[config.mk]
export PLATFORM = sky130hd
export DESIGN_NAME = bitmap_allocator_unit
export DESIGN_NICKNAME = d
export VERILOG_FILES = /design/src/hw/rtl/bma_pkg.sv /design/src/hw/rtl/bitmap_allocator_unit.sv /design/src/hw/rtl/bma_ctrl.sv /design/src/hw/rtl/bma_dp.sv
export VERILOG_INCLUDE_DIRS = /design/src /design/src/hw/rtl
export SDC_FILE = /design/constraint.sdc
export NUM_CORES = 2
export LEC_CHECK = 0
export BUFFER_PORTS_ARGS = -buffer_cell sky130_fd_sc_hd__buf_4
export CAP_MARGIN = 40
export CORE_MARGIN = 3
export CORE_UTILIZATION = 53
export CTS_CLUSTER_SIZE = 14
export DETAILED_ROUTE_END_ITERATION = 8
export PLACE_DENSITY = 0.69
export SLEW_MARGIN = 20
export SYNTH_ARGS = -nofsm -noshare
export SYNTH_HDL_FRONTEND = slang
export SYNTH_SLANG_ARGS = --single-unit
[constraint.sdc]
create_clock -name aclk -period 12.6 [get_ports aclk]
set_clock_uncertainty 0.15 [all_clocks]
set_input_delay 0.63 -clock aclk [delete_from_list [all_inputs] [get_ports aclk]]
set_output_delay 0.63 -clock aclk [all_outputs]
set_load 0.02 [all_outputs]
[src/hw/rtl/bitmap_allocator_unit_macros.svh]
// Assertion macros for the bitmap allocator unit.
`ifndef BITMAP_ALLOCATOR_UNIT_MACROS_SVH
`define BITMAP_ALLOCATOR_UNIT_MACROS_SVH

// Same-cycle implication.
`define BMA_ASSERT_SAME(label, clk, rstn, ante, cons, msg) \
    label: assert property (@(posedge clk) disable iff (!rstn) (ante) |-> (cons)) \
        else $error(msg);

// Next-cycle implication.
`define BMA_ASSERT_NEXT(label, clk, rstn, ante, cons, msg) \
    label: assert property (@(posedge clk) disable iff (!rstn) (ante) |=> (cons)) \
        else $error(msg);

`endif

[src/hw/rtl/bma_pkg.sv]
// Shared types and constants for the bitmap allocator unit.
package bma_pkg;

    localparam int CMD_W         = 2;
    localparam int IDX_W         = 10;
    localparam int LEN_W         = 11;
    localparam int IN_DATA_W     = 16;
    localparam int OUT_DATA_W    = 24;
    localparam int MAP_BITS_DEF  = 1024;
    localparam int WORD_BITS_DEF = 64;
    localparam int DIV_SHIFT     = 17;

    localparam logic [LEN_W-1:0] LEN_RESET = 11'd1024;
    localparam logic [LEN_W-1:0] COUNT_MAX = 11'd2047;

    typedef enum logic [CMD_W-1:0] {
        CMD_READ  = 2'd0,
        CMD_WRITE = 2'd1,
        CMD_ALLOC = 2'd2,
        CMD_NONE  = 2'd3
    } cmd_t;

    typedef enum logic [2:0] {
        ST_CLEAR,
        ST_IDLE,
        ST_DECODE,
        ST_FETCH,
        ST_UPDATE,
        ST_SCAN,
        ST_DONE
    } state_t;

    typedef struct packed {
        logic clear;
        logic load;
        logic decode;
        logic fetch;
        logic update;
        logic scan;
        logic emit;
    } bma_ctrl_t;

    typedef struct packed {
        logic clear_last;
        logic go_fetch;
        logic go_scan;
        logic scan_stop;
    } bma_stat_t;

endpackage

[src/hw/rtl/bitmap_allocator_unit.sv]
// Top level of the bitmap allocator unit: stream ports, output register, assertions.
// Read and write within the length pass from acceptance through decode, fetch and update to
// done; an index out of range or the unused command goes from decode straight to done;
// allocate scans the map word by word through the single read port of the map memory. One
// transaction is in work at a time; the output register frees the input.
// Reset clears the map one word per cycle (MAP_BITS / WORD_BITS words, rounded up); no input then.
`include "bitmap_allocator_unit_macros.svh"

module bitmap_allocator_unit #(
    parameter int MAP_BITS  = bma_pkg::MAP_BITS_DEF,
    parameter int WORD_BITS = bma_pkg::WORD_BITS_DEF
) (
    input  logic                             aclk,
    input  logic                             aresetn,
    input  logic                             cfg_wr_en,
    input  logic [bma_pkg::LEN_W-1:0]        cfg_wr_data,
    input  logic                             s_tvalid,
    output logic                             s_tready,
    // cmd[1:0], bit_index[11:2], bit_value[12], zero[15:13]
    input  logic [bma_pkg::IN_DATA_W-1:0]    s_tdata,
    output logic                             m_tvalid,
    input  logic                             m_tready,
    // bit_out[0], alloc_index[10:1], alloc_ok[11], range_error[12], set_count[23:13]
    output logic [bma_pkg::OUT_DATA_W-1:0]   m_tdata
);
    import bma_pkg::*;

    bma_ctrl_t             ctrl_cmd;
    bma_stat_t             dp_stat;
    logic                  out_free;
    logic                  res_bit_out;
    logic [IDX_W-1:0]      res_alloc_index;
    logic                  res_alloc_ok;
    logic                  res_range_error;
    logic [LEN_W-1:0]      res_set_count;
    logic                  m_tvalid_reg;
    logic [OUT_DATA_W-1:0] m_tdata_reg;

    assign out_free = !m_tvalid_reg || m_tready;

    bma_ctrl u_ctrl (
        .aclk     (aclk),
        .aresetn  (aresetn),
        .stat     (dp_stat),
        .in_valid (s_tvalid),
        .out_free (out_free),
        .in_ready (s_tready),
        .ctrl     (ctrl_cmd)
    );

    bma_dp #(
        .MAP_BITS  (MAP_BITS),
        .WORD_BITS (WORD_BITS)
    ) u_dp (
        .aclk            (aclk),
        .aresetn         (aresetn),
        .ctrl            (ctrl_cmd),
        .stat            (dp_stat),
        .cfg_wr_en       (cfg_wr_en),
        .cfg_wr_data     (cfg_wr_data),
        .in_cmd          (s_tdata[1:0]),
        .in_index        (s_tdata[11:2]),
        .in_value        (s_tdata[12]),
        .res_bit_out     (res_bit_out),
        .res_alloc_index (res_alloc_index),
        .res_alloc_ok    (res_alloc_ok),
        .res_range_error (res_range_error),
        .res_set_count   (res_set_count)
    );

    always_ff @(posedge aclk) begin
        if (!aresetn) begin
            m_tvalid_reg <= 1'b0;
        end else if (ctrl_cmd.emit) begin
            m_tvalid_reg <= 1'b1;
        end else if (m_tready) begin
            m_tvalid_reg <= 1'b0;
        end
    end

    always_ff @(posedge aclk) begin
        if (ctrl_cmd.emit) begin
            m_tdata_reg <= {res_set_count, res_range_error, res_alloc_ok,
                            res_alloc_index, res_bit_out};
        end
    end

    assign m_tvalid = m_tvalid_reg;
    assign m_tdata  = m_tdata_reg;

    `BMA_ASSERT_SAME(a_emit_free, aclk, aresetn, ctrl_cmd.emit, out_free, "result over pending")
    `BMA_ASSERT_NEXT(a_one_in_work, aclk, aresetn, s_tvalid && s_tready, !s_tready, "double take")
    `BMA_ASSERT_SAME(a_flags_excl, aclk, aresetn, m_tvalid && m_tdata[11], !m_tdata[12], "flags")
    `BMA_ASSERT_NEXT(a_out_drain, aclk, aresetn, m_tvalid && m_tready && !ctrl_cmd.emit, !m_tvalid, "rep")

endmodule

[src/hw/rtl/bma_ctrl.sv]
// Control state machine of the bitmap allocator unit.
module bma_ctrl (
    input  logic                aclk,
    input  logic                aresetn,
    input  bma_pkg::bma_stat_t  stat,
    input  logic                in_valid,
    input  logic                out_free,
    output logic                in_ready,
    output bma_pkg::bma_ctrl_t  ctrl
);
    import bma_pkg::*;

    state_t state_reg;
    state_t state_next;

    always_ff @(posedge aclk) begin
        if (!aresetn) begin
            state_reg <= ST_CLEAR;
        end else begin
            state_reg <= state_next;
        end
    end

    always_comb begin
        state_next = state_reg;
        ctrl       = '0;
        in_ready   = 1'b0;
        case (state_reg)
            ST_CLEAR: begin
                ctrl.clear = 1'b1;
                if (stat.clear_last) begin
                    state_next = ST_IDLE;
                end
            end
            ST_IDLE: begin
                in_ready = 1'b1;
                if (in_valid) begin
                    ctrl.load  = 1'b1;
                    state_next = ST_DECODE;
                end
            end
            ST_DECODE: begin
                ctrl.decode = 1'b1;
                if (stat.go_fetch) begin
                    state_next = ST_FETCH;
                end else if (stat.go_scan) begin
                    state_next = ST_SCAN;
                end else begin
                    state_next = ST_DONE;
                end
            end
            ST_FETCH: begin
                ctrl.fetch = 1'b1;
                state_next = ST_UPDATE;
            end
            ST_UPDATE: begin
                ctrl.update = 1'b1;
                state_next  = ST_DONE;
            end
            ST_SCAN: begin
                ctrl.scan = 1'b1;
                if (stat.scan_stop) begin
                    state_next = ST_DONE;
                end
            end
            ST_DONE: begin
                if (out_free) begin
                    ctrl.emit  = 1'b1;
                    state_next = ST_IDLE;
                end
            end
            default: begin
                state_next = ST_IDLE;
            end
        endcase
    end

endmodule

[src/hw/rtl/bma_dp.sv]
// Datapath of the bitmap allocator unit: map memory, word scan and set-bit count.
module bma_dp #(
    parameter int MAP_BITS  = bma_pkg::MAP_BITS_DEF,
    parameter int WORD_BITS = bma_pkg::WORD_BITS_DEF
) (
    input  logic                        aclk,
    input  logic                        aresetn,
    input  bma_pkg::bma_ctrl_t          ctrl,
    output bma_pkg::bma_stat_t          stat,
    input  logic                        cfg_wr_en,
    input  logic [bma_pkg::LEN_W-1:0]   cfg_wr_data,
    input  logic [bma_pkg::CMD_W-1:0]   in_cmd,
    input  logic [bma_pkg::IDX_W-1:0]   in_index,
    input  logic                        in_value,
    output logic                        res_bit_out,
    output logic [bma_pkg::IDX_W-1:0]   res_alloc_index,
    output logic                        res_alloc_ok,
    output logic                        res_range_error,
    output logic [bma_pkg::LEN_W-1:0]   res_set_count
);
    import bma_pkg::*;

    localparam int NWORDS  = (MAP_BITS + WORD_BITS - 1) / WORD_BITS;
    localparam int ADDR_W  = (NWORDS > 1) ? $clog2(NWORDS) : 1;
    localparam int CTR_W   = $clog2(NWORDS + 1);
    localparam int OFS_W   = $clog2(WORD_BITS);
    localparam int SPAN    = NWORDS * WORD_BITS;
    localparam int POS_W   = $clog2(SPAN + WORD_BITS + 1);
    localparam int CNT_W   = $clog2(MAP_BITS + 1);
    localparam int CMP_W   = (POS_W > LEN_W) ? POS_W : LEN_W;
    localparam int SAT_W   = (CNT_W > LEN_W) ? CNT_W : LEN_W;
    localparam int RECIP   = ((1 << DIV_SHIFT) + WORD_BITS - 1) / WORD_BITS;
    localparam int RECIP_W = $clog2(RECIP + 1);
    localparam int PROD_W  = IDX_W + RECIP_W;

    logic [WORD_BITS-1:0] mem [NWORDS];

    cmd_t                 cmd_reg;
    logic [IDX_W-1:0]     idx_reg;
    logic                 val_reg;
    logic [LEN_W-1:0]     len_cfg_reg;
    logic [IDX_W-1:0]     word_reg;
    logic [OFS_W-1:0]     ofs_reg;
    logic [WORD_BITS-1:0] rdata_reg;
    logic [CNT_W-1:0]     count_reg;
    logic [CNT_W-1:0]     count_next;
    logic [ADDR_W-1:0]    clr_ptr_reg;
    logic [CTR_W-1:0]     issue_ptr_reg;
    logic [CMP_W-1:0]     issue_base_reg;
    logic                 pend_reg;
    logic [ADDR_W-1:0]    pend_addr_reg;
    logic [CMP_W-1:0]     pend_base_reg;

    logic [CMP_W-1:0]     len_ext;
    logic [CMP_W-1:0]     len_used;
    logic                 in_range;
    logic                 is_rw;
    logic [PROD_W-1:0]    quot_prod;
    logic                 rd_en;
    logic [ADDR_W-1:0]    rd_addr;
    logic                 wr_en;
    logic [ADDR_W-1:0]    wr_addr;
    logic [WORD_BITS-1:0] wr_data;
    logic                 prev_bit;
    logic [WORD_BITS-1:0] upd_word;
    logic                 zfound;
    logic [OFS_W-1:0]     zpos;
    logic [WORD_BITS-1:0] alloc_word;
    logic [CMP_W-1:0]     hit_pos;
    logic                 hit;
    logic                 issue_ok;
    logic [SAT_W-1:0]     count_ext;

    // Effective length and range check.
    always_comb begin
        len_ext   = CMP_W'(len_cfg_reg);
        len_used  = (len_ext > CMP_W'(MAP_BITS)) ? CMP_W'(MAP_BITS) : len_ext;
        in_range  = CMP_W'(idx_reg) < len_used;
        is_rw     = (cmd_reg == CMD_READ) || (cmd_reg == CMD_WRITE);
        quot_prod = PROD_W'(idx_reg) * PROD_W'(RECIP);
    end

    // Bit update for read and write.
    always_comb begin
        prev_bit          = rdata_reg[ofs_reg];
        upd_word          = rdata_reg;
        upd_word[ofs_reg] = val_reg;
    end

    // Lowest clear bit of the word under scan.
    always_comb begin
        zfound = 1'b0;
        zpos   = '0;
        for (int i = WORD_BITS - 1; i >= 0; i--) begin
            if (!rdata_reg[i]) begin
                zfound = 1'b1;
                zpos   = OFS_W'(i);
            end
        end
        alloc_word       = rdata_reg;
        alloc_word[zpos] = 1'b1;
        hit_pos          = pend_base_reg + CMP_W'(zpos);
        hit              = pend_reg && zfound && (hit_pos < len_used);
        issue_ok         = issue_ptr_reg < CTR_W'(NWORDS);
    end

    always_comb begin
        stat.clear_last = clr_ptr_reg == ADDR_W'(NWORDS - 1);
        stat.go_fetch   = is_rw && in_range;
        stat.go_scan    = cmd_reg == CMD_ALLOC;
        stat.scan_stop  = pend_reg &&
                          (zfound || ((pend_base_reg + CMP_W'(WORD_BITS)) >= len_used));
    end

    // Memory port selection.
    always_comb begin
        rd_en   = 1'b0;
        rd_addr = ADDR_W'(word_reg);
        wr_en   = 1'b0;
        wr_addr = clr_ptr_reg;
        wr_data = '0;
        if (ctrl.fetch) begin
            rd_en = 1'b1;
        end
        if (ctrl.scan && issue_ok) begin
            rd_en   = 1'b1;
            rd_addr = ADDR_W'(issue_ptr_reg);
        end
        if (ctrl.clear) begin
            wr_en = 1'b1;
        end
        if (ctrl.update && (cmd_reg == CMD_WRITE) && (prev_bit != val_reg)) begin
            wr_en   = 1'b1;
            wr_addr = ADDR_W'(word_reg);
            wr_data = upd_word;
        end
        if (ctrl.scan && hit) begin
            wr_en   = 1'b1;
            wr_addr = pend_addr_reg;
            wr_data = alloc_word;
        end
    end

    always_ff @(posedge aclk) begin
        if (wr_en) begin
            mem[wr_addr] <= wr_data;
        end
        if (rd_en) begin
            rdata_reg <= mem[rd_addr];
        end
    end

    // Running set-bit count.
    always_comb begin
        count_next = count_reg;
        if (ctrl.update && (cmd_reg == CMD_WRITE) && (prev_bit != val_reg)) begin
            count_next = val_reg ? count_reg + CNT_W'(1) : count_reg - CNT_W'(1);
        end
        if (ctrl.scan && hit) begin
            count_next = count_reg + CNT_W'(1);
        end
        count_ext     = SAT_W'(count_reg);
        res_set_count = (count_ext > SAT_W'(COUNT_MAX)) ? COUNT_MAX : LEN_W'(count_ext);
    end

    always_ff @(posedge aclk) begin
        if (!aresetn) begin
            len_cfg_reg <= LEN_RESET;
            count_reg   <= '0;
            clr_ptr_reg <= '0;
        end else begin
            if (cfg_wr_en) begin
                len_cfg_reg <= cfg_wr_data;
            end
            count_reg <= count_next;
            if (ctrl.clear) begin
                clr_ptr_reg <= clr_ptr_reg + ADDR_W'(1);
            end
        end
    end

    always_ff @(posedge aclk) begin
        if (!aresetn) begin
            cmd_reg       <= CMD_NONE;
            pend_reg      <= 1'b0;
            issue_ptr_reg <= '0;
        end else begin
            if (ctrl.load) begin
                cmd_reg <= cmd_t'(in_cmd);
            end
            if (ctrl.decode) begin
                pend_reg      <= 1'b0;
                issue_ptr_reg <= '0;
            end else if (ctrl.scan) begin
                pend_reg <= issue_ok;
                if (issue_ok) begin
                    issue_ptr_reg <= issue_ptr_reg + CTR_W'(1);
                end
            end
        end
    end

    always_ff @(posedge aclk) begin
        if (ctrl.load) begin
            idx_reg <= in_index;
            val_reg <= in_value;
        end
        if (ctrl.decode) begin
            word_reg        <= IDX_W'(quot_prod >> DIV_SHIFT);
            issue_base_reg  <= '0;
            res_bit_out     <= 1'b0;
            res_alloc_index <= '0;
            res_alloc_ok    <= 1'b0;
            res_range_error <= is_rw && !in_range;
        end
        if (ctrl.fetch) begin
            ofs_reg <= OFS_W'(idx_reg - IDX_W'(word_reg * WORD_BITS));
        end
        if (ctrl.update) begin
            res_bit_out <= prev_bit;
        end
        if (ctrl.scan) begin
            pend_addr_reg  <= ADDR_W'(issue_ptr_reg);
            pend_base_reg  <= issue_base_reg;
            issue_base_reg <= issue_base_reg + CMP_W'(WORD_BITS);
            if (hit) begin
                res_alloc_ok    <= 1'b1;
                res_alloc_index <= IDX_W'(hit_pos);
            end
        end
    end

endmodule
# ---- Word-level counts from Yosys, hierarchy flattened
# Memories as Yosys holds them, arrays and structs flattened. A register that Yosys moved wholly into a read port is not among the register bits.
# Cells that the tools add are included.
dict set report op_classes {
  muxes 180
  n_div 0
  eq_ne 14
  n_lt_le_gt_ge 10
  bitwise_logic 2
  n_mul 0
  n_addsub 8
  n_reduce_logical 25
  n_shift 0
}
# operator count
set op_table {}
lappend op_table {{$mux W6} 64}
lappend op_table {{$mux W64} 2}
lappend op_table {{$mux W1} 91}
lappend op_table {{$mux W11} 6}
lappend op_table {{$bwmux W64} 1}
lappend op_table {{$or A64 B64 Y64} 1}
lappend op_table {{$mux W10} 3}
lappend op_table {{$add A11 B7 Y11 const B} 2}
lappend op_table {{$gt A11 B11 Y1 const B} 2}
lappend op_table {{$pmux W3 S7} 1}
lappend op_table {{$mux W3} 5}
lappend op_table {{$lt A6 B7 Y1 const B} 2}
lappend op_table {{$demux W1 S6} 2}
lappend op_table {{$ge A6 B1 Y1 const B} 2}
lappend op_table {{$mux W4} 3}
lappend op_table {{$add A11 B1 Y11 const B} 1}
lappend op_table {{$add A11 B6 Y11} 1}
lappend op_table {{$ge A11 B11 Y1} 1}
lappend op_table {{$logic_and A1 B1 Y1} 11}
lappend op_table {{$lt A10 B11 Y1} 1}
lappend op_table {{$lt A11 B11 Y1} 1}
lappend op_table {{$sub A11 B1 Y11 const B} 1}
lappend op_table {{$eq A3 B3 Y1 const B} 3}
lappend op_table {{$ne A2 B2 Y1 const B} 4}
lappend op_table {{other kinds (21)} 28}
dict set report word_totals {
  out_inout_bits 26
  in_bits 32
  mem_bits_rw 1024
  ff_bits 122
  latch_bits 0
  wordCells 261
  mem_bits_ro 0
  mem_count 1
}
# memory depth word_bits read_ports rd_clocked_by_memory_dff write_ports line_no
set memory_table {}
lappend memory_table {u_dp.mem 16 64 1 1 1 bma_dp.sv:36} ;# logic [WORD_BITS-1:0] mem [NWORDS];

# ---- Longest topological paths before layout
dict set report depth {
  ltp_word 71
  depth_mapped 21
  mapped_depth_nobuf 17
}

# ---- Modules after synthesis
# From an unflattened synthesis, not the netlist that was laid out.
dict set report unflattened {
  cells_unflattened 2852
  hier_area_um2 49631.4
}
# mod cells_per_inst n_inst seq_area_each_um2 area_per_inst_um2
set by_module_without_submodules {}
lappend by_module_without_submodules {bma_dp 2789 1 34683.3 48580.3}
lappend by_module_without_submodules {bitmap_allocator_unit 28 1 740.7 769.5}
lappend by_module_without_submodules {bma_ctrl 35 1 60.1 281.5}

# ---- Worst setup path after synthesis
# No wires, ideal clock.
dict set report synth_timing {
  path_kind {flip-flop to flip-flop}
  from {register u_dp.rdata_reg[59], read port of u_dp.mem}
  to {memory u_dp.mem[13][0] (netlist bit) (enable)}
  synth_period_minus_slack_ns 8.730
  setup_ns 0.565
  path_buffers 4
  stages_incl_launch_ff 22
  arrival_ns 8.015
  slack_ns 3.870
  required_ns 11.885
  path_cell_list {edfxtp_1 and4_1 a21oi_1 o21ai_0 a41oi_1 o2111a_1 or2_2 clkbuf_1 clkbuf_1 inv_1 ha_1 o211ai_1 nor4_1 o21ai_0 o211ai_1 a211oi_1 o21a_1 buf_2 buf_1 nand2_1 o21a_1 nor3_1}
}
dict set report synth_via {
  elab_chain_cells 67
  word_cells_on_any_way 135
  cone_classes {add/sub: 1; order compare: 1; eq/ne: 1; mux: 128; reduce/logical: 4}
}
# item line_no
set synth_lines {}
lappend synth_lines {{start: declaration} bma_dp.sv:44} ;# logic [WORD_BITS-1:0] rdata_reg;
lappend synth_lines {{$mux W6 (60 in a row)} bma_dp.sv:95} ;# if (!rdata_reg[i]) begin
lappend synth_lines {{$add A11 B6 Y11} bma_dp.sv:102} ;# hit_pos = pend_base_reg + CMP_W'(zpos);
lappend synth_lines {{$lt A11 B11 Y1} bma_dp.sv:103} ;# hit = pend_reg && zfound && (hit_pos < len_used);
lappend synth_lines {{$logic_and A1 B1 Y1} bma_dp.sv:103}
lappend synth_lines {{$logic_and A1 B1 Y1} bma_dp.sv:137} ;# if (ctrl.scan && hit) begin
lappend synth_lines {{$mux W1} bma_dp.sv:137}
lappend synth_lines {{$mux W1} bma_dp.sv:145} ;# if (wr_en) begin
lappend synth_lines {{$mux W1 (implied by the code)} bma_dp.sv:146} ;# mem[wr_addr] <= wr_data;
lappend synth_lines {{end: declaration} bma_dp.sv:36}
# Parallel ways exist; a longest one is shown, timed or not. The select of a mux whose other input is x is not followed.

# ---- Final worst setup path
dict set report layout_timing {
  from {register u_dp.rdata_reg[43], read port of u_dp.mem}
  to {memory u_dp.mem[11][58] (netlist bit) (enable)}
}
dict set report layout_via {
  elab_chain_cells 51
  word_cells_on_any_way 103
  cone_classes {add/sub: 1; order compare: 1; eq/ne: 1; mux: 96; reduce/logical: 4}
}
# item line_no
set layout_lines {}
lappend layout_lines {{$mux W6 (44 in a row)} bma_dp.sv:95}
lappend layout_lines {{$add A11 B6 Y11} bma_dp.sv:102}
lappend layout_lines {{$lt A11 B11 Y1} bma_dp.sv:103}
lappend layout_lines {{$logic_and A1 B1 Y1} bma_dp.sv:103}
lappend layout_lines {{$logic_and A1 B1 Y1} bma_dp.sv:137}
lappend layout_lines {{$mux W1} bma_dp.sv:137}
lappend layout_lines {{$mux W1} bma_dp.sv:145}
lappend layout_lines {{$mux W1 (implied by the code)} bma_dp.sv:146}
# Parallel ways exist; a longest one is shown, timed or not. The select of a mux whose other input is x is not followed.

==> impl_results.html <==
<table>
<tr><th>Metric</th><th>Value</th></tr>
<tr><th colspan="2">Detailed routing</th></tr>
<tr><td>Mean routed wirelength per cell</td><td>29.8 microns</td></tr>
<tr><td>Antenna viol nets, final</td><td>0</td></tr>
<tr><td>Number of vias in the routed layout</td><td>27900</td></tr>
<tr><td>DRC errors left</td><td>0</td></tr>
<tr><td>Total wire length</td><td>128000 microns</td></tr>
<tr><td>Post-detailed-route via-to-cell ratio</td><td>6.49</td></tr>
<tr><td>Count of routing violations after the opening detailed-route iteration</td><td>3399</td></tr>
<tr><td>TritonRoute pass-1 iters</td><td>6</td></tr>
<tr><th colspan="2">Timing</th></tr>
<tr><td>Least setup slack across all paths after layout</td><td>5820 ps</td></tr>
<tr><td>Final critical-path share of the clock period</td><td>53.8%</td></tr>
<tr><td>FMAX</td><td>147 MHz</td></tr>
<tr><td>Final critical path time including I/O delays and setup</td><td>6780 ps</td></tr>
<tr><td>Number of endpoints failing setup at the final stage</td><td>0</td></tr>
<tr><td>Unrepaired setup endpoints after global routing</td><td>false</td></tr>
<tr><td>Number of failing hold endpoints at the final stage</td><td>0</td></tr>
<tr><td>Final number of max-transition violations</td><td>0</td></tr>
<tr><td>Worst slew margin relative to its limit</td><td>37.8%</td></tr>
<tr><td>Setup tns final</td><td>0 ps</td></tr>
<tr><td>Worst Tran Pin Value</td><td>925 ps</td></tr>
<tr><th colspan="2">Layout</th></tr>
<tr><td>Total inserted antenna cells</td><td>0</td></tr>
<tr><td>Layout net count</td><td>3026</td></tr>
<tr><td>FF+latch area</td><td>35500 sq um</td></tr>
<tr><td>Number of fillers in the final layout</td><td>6589</td></tr>
<tr><td>Multi-input gate area in the final layout</td><td>13100 sq um</td></tr>
<tr><td>Layout cell share with drive strength beyond 1</td><td>22.0%</td></tr>
<tr><td>Max reg flops</td><td>1024</td></tr>
<tr><td>Relative area change from synthesis to final layout</td><td>13.3%</td></tr>
<tr><th colspan="2">Yosys</th></tr>
<tr><td>Cell variety after synth</td><td>76</td></tr>
<tr><td>Number of warning messages in the yosys log</td><td>0</td></tr>
<tr><td>Number of cells produced by synthesis</td><td>2815</td></tr>
<tr><td>Library cell occupying the most area in the post-synthesis netlist</td><td>sky130_fd_sc_hd__edfxtp_1</td></tr>
<tr><td>Synth top area share</td><td>70.0%</td></tr>
<tr><td>Cell area after technology mapping</td><td>49300 sq um</td></tr>
<tr><td>Number of storage elements in the synthesis netlist</td><td>1198</td></tr>
<tr><td>Number of enable flip-flop cells after synthesis</td><td>1149</td></tr>
<tr><td>Net count after synthesis</td><td>2877</td></tr>
<tr><td>Portion of netlist area occupied by mux cells</td><td>13.0%</td></tr>
<tr><td>Average size of a mapped cell</td><td>17.5 sq um</td></tr>
<tr><td>Leading cell types by count after synthesis</td><td>1149 x sky130_fd_sc_hd__edfxtp_1, 264 x sky130_fd_sc_hd__mux4_2, 235 x sky130_fd_sc_hd__nand2_1</td></tr>
<tr><td>Sequential area share after synthesis</td><td>72.0%</td></tr>
<tr><td>Adder-cell area share of the yosys netlist</td><td>0.762%</td></tr>
<tr><td>Most repeated cell in the gate-level netlist after synthesis</td><td>sky130_fd_sc_hd__edfxtp_1</td></tr>
<tr><td>Top FF cell, synth</td><td>sky130_fd_sc_hd__edfxtp_1</td></tr>
<tr><td>Largest family of logic cells by synthesized area</td><td>multiplexers</td></tr>
<tr><td>Simple-gate share of the synthesized area</td><td>5.66%</td></tr>
<tr><td>Xor-xnor portion of the synthesized cell area</td><td>0.302%</td></tr>
<tr><td>Top cells by area in the synthesized netlist</td><td>sky130_fd_sc_hd__edfxtp_1 70%, sky130_fd_sc_hd__mux4_2 12%, sky130_fd_sc_hd__dfxtp_1 2.0%</td></tr>
<tr><td>Share of flip-flops with an asynchronous set or reset</td><td>0%</td></tr>
<tr><td>Fraction of the mapped netlist area in compound gates</td><td>6.38%</td></tr>
<tr><th colspan="2">Place</th></tr>
<tr><td>Global placer's final weighted congestion</td><td>0.938</td></tr>
<tr><td>Count of port buffers added during placement</td><td>54</td></tr>
<tr><td>Pre-CTS setup slack</td><td>6020 ps</td></tr>
<tr><td>Detailed placement HPWL</td><td>76600 microns</td></tr>
<tr><th colspan="2">Die</th></tr>
<tr><td>Vert. Die Dim</td><td>311 microns</td></tr>
<tr><td>Die footprint</td><td>96600 sq um</td></tr>
<tr><td>Cell row count</td><td>111</td></tr>
<tr><td>Ports</td><td>58</td></tr>
<tr><td>Initial standard-cell utilization of the core</td><td>53.6%</td></tr>
<tr><td>Die width</td><td>311 microns</td></tr>
<tr><td>Core area</td><td>91900 sq um</td></tr>
<tr><th colspan="2">Pwr</th></tr>
<tr><td>Worst IR drop on VDD</td><td>0.138 mV</td></tr>
<tr><td>Power per Cell Area</td><td>143 nW/um^2</td></tr>
<tr><td>P_leak</td><td>19.9 nW</td></tr>
<tr><td>Total power</td><td>7.95 mW</td></tr>
<tr><th colspan="2">Worst setup path</th></tr>
<tr><td>Highest net fanout along the worst path</td><td>25</td></tr>
<tr><td>Type of element launching the critical path</td><td>flip-flop</td></tr>
<tr><td>Category of the critical setup timing path</td><td>reg -&gt; reg</td></tr>
<tr><td>Endpoint class of the critical path</td><td>flip-flop</td></tr>
<tr><td>Data required time of the critical path</td><td>12820 ps</td></tr>
<tr><td>Worst endpoint data arrival time</td><td>7000 ps</td></tr>
<tr><th colspan="2">Clocking</th></tr>
<tr><td>Clock net sink count</td><td>1198</td></tr>
<tr><td>CTS H-tree lvls</td><td>3</td></tr>
<tr><td>Post_cts resized</td><td>0</td></tr>
<tr><td>Inserted Clock Buffers</td><td>116</td></tr>
<tr><td>Cell at the root of the clock tree</td><td>sky130_fd_sc_hd__clkbuf_16</td></tr>
<tr><td>Deepest clock path buffer count</td><td>3</td></tr>
<tr><td>Clock tree from TritonCTS</td><td>done</td></tr>
<tr><td>Reg clk slew, reported paths</td><td>60 ps</td></tr>
<tr><td>Clock latency of the later-clocked register in the worst-skew pair</td><td>700 ps</td></tr>
<tr><th colspan="2">Global routing</th></tr>
<tr><td>Total global routing overflow</td><td>0</td></tr>
<tr><td>Global-route wire length before repair</td><td>189000 microns</td></tr>
<tr><td>Overall track demand over capacity in global routing</td><td>26.5%</td></tr>
<tr><td>Initial antenna violation count</td><td>0</td></tr>
<tr><td>Via count of the first global-routing pass</td><td>28400</td></tr>
<tr><td>Pin count of the biggest net entering global routing</td><td>92</td></tr>
<tr><th colspan="2">Run</th></tr>
<tr><td>Number of maximum-capacitance violations</td><td>0</td></tr>
<tr><th colspan="2">Outcome</th></tr>
<tr><td>Run status</td><td>complete, no violations</td></tr>
<tr><th colspan="2">Hold path</th></tr>
<tr><td>Tightest Hold Check Type</td><td>in -&gt; reg</td></tr>
</table>
## worst max-delay path: stages (launching register included)
cell and delay [ps]:
sky130_fd_sc_hd__edfxtp_1 670, sky130_fd_sc_hd__nand4_1 440, sky130_fd_sc_hd__o31ai_1 330, sky130_fd_sc_hd__a21boi_0 140, sky130_fd_sc_hd__o31ai_1 600, sky130_fd_sc_hd__inv_1 360, sky130_fd_sc_hd__ha_1 380, sky130_fd_sc_hd__o211ai_1 90
sky130_fd_sc_hd__nor4_1 80, sky130_fd_sc_hd__o21ai_0 90, sky130_fd_sc_hd__o211ai_1 110, sky130_fd_sc_hd__a211oi_1 450, sky130_fd_sc_hd__o21a_2 540, sky130_fd_sc_hd__nand2_1 160, sky130_fd_sc_hd__o21ai_1 450, sky130_fd_sc_hd__and3_4 560
sky130_fd_sc_hd__buf_4 500, sky130_fd_sc_hd__buf_12 280
## cell usage in the layout, fill, tap and decap left out, types with 41 or more instances in the layout
cell type and instances:
sky130_fd_sc_hd__edfxtp_1 1149, sky130_fd_sc_hd__mux4_2 264, sky130_fd_sc_hd__nand2_1 235, sky130_fd_sc_hd__buf_4 145, sky130_fd_sc_hd__clkbuf_16 119, sky130_fd_sc_hd__a21oi_1 83
sky130_fd_sc_hd__nor2_1 81, sky130_fd_sc_hd__o21ai_0 78, sky130_fd_sc_hd__and2_1 71, sky130_fd_sc_hd__a211oi_1 71, sky130_fd_sc_hd__a31oi_1 71, sky130_fd_sc_hd__dfxtp_1 49
sky130_fd_sc_hd__o221ai_1 45, sky130_fd_sc_hd__mux2i_1 41
## area by class of cell
type | instances | area share, %
Sequential cell | 1198 | 63.6
Tap cell | 1243 | 2.79
Multi-Input combinational cell | 1398 | 23.4
Clock inverter | 65 | 1.01
Clock buffer | 150 | 5.71
Inverter | 36 | 0.242
Timing Repair Buffer | 214 | 3.27
## path summary, 6_finish.rpt
check | from | endpoint | slack [ps] | cells past startpoint
worst min register to register | u_dp.res_alloc_index[6] | m_tdata[7] | 280 | 0
worst max register to register | u_dp.rdata_reg[43] | u_dp.mem[11][58] | 5820 | 17
worst min-delay path | cfg_wr_data[3] | u_dp.len_cfg_reg[3] | 50 | 3
worst max-delay path | u_dp.rdata_reg[43] | u_dp.mem[11][58] | 5820 | 17
## routing by layer
layer | vias up | global-route usage (%) | part of all wire, %
met5 | - | 0 | 0
met4 | 0 | 7.96 | 2.9
met3 | 242 | 5.25 | 8.1
met2 | 1358 | 42.5 | 48
met1 | 14600 | 37.4 | 41
li1 | 11800 | - | -
## report_power, final
part	leakage, nW	internal (mW)	total (mW)	switching [mW]
clock	1.84	1.98	3.41	1.43
combinational	5.46	0.0497	0.145	0.0949
sequential	12.6	4.38	4.40	0.0197
## logic make-up (layout without fill, tap and decap cells)
family | Yosys count | count (layout)
AND/OR/NAND/NOR | 573 | 573
adder cells (fa/ha/maj) | 30 | 30
buffers and inverters | 219 | 465
multiplexers | 311 | 311
flip-flops | 1198 | 1198
XOR/XNOR | 17 | 17
AO/OA/AOI/OAI | 467 | 467
## through the flow
stage / cell area (sq um) / cells / utilization [%] / hold slack, ps
after floorplan: 49300 / 2815 / - / 250
after global placement: 51200 / 4003 / 55.7 / 259
after detailed placement: 51800 / 4063 / 56.3 / 263
after CTS: 55700 / 4295 / 60.6 / 0.290
after global routing: 55800 / 4304 / 60.7 / 29.0
final: 55800 / 4304 / 60.7 / 47.3
## timing repair
| item | in CTS | in global routing |
|---|---|---|
| hold buffers | 17 | 0 |
| setup buffers | 0 | 0 |
| endpoints found under the hold margin | 17 | 0 |
Power figures use the tool's default switching activity.
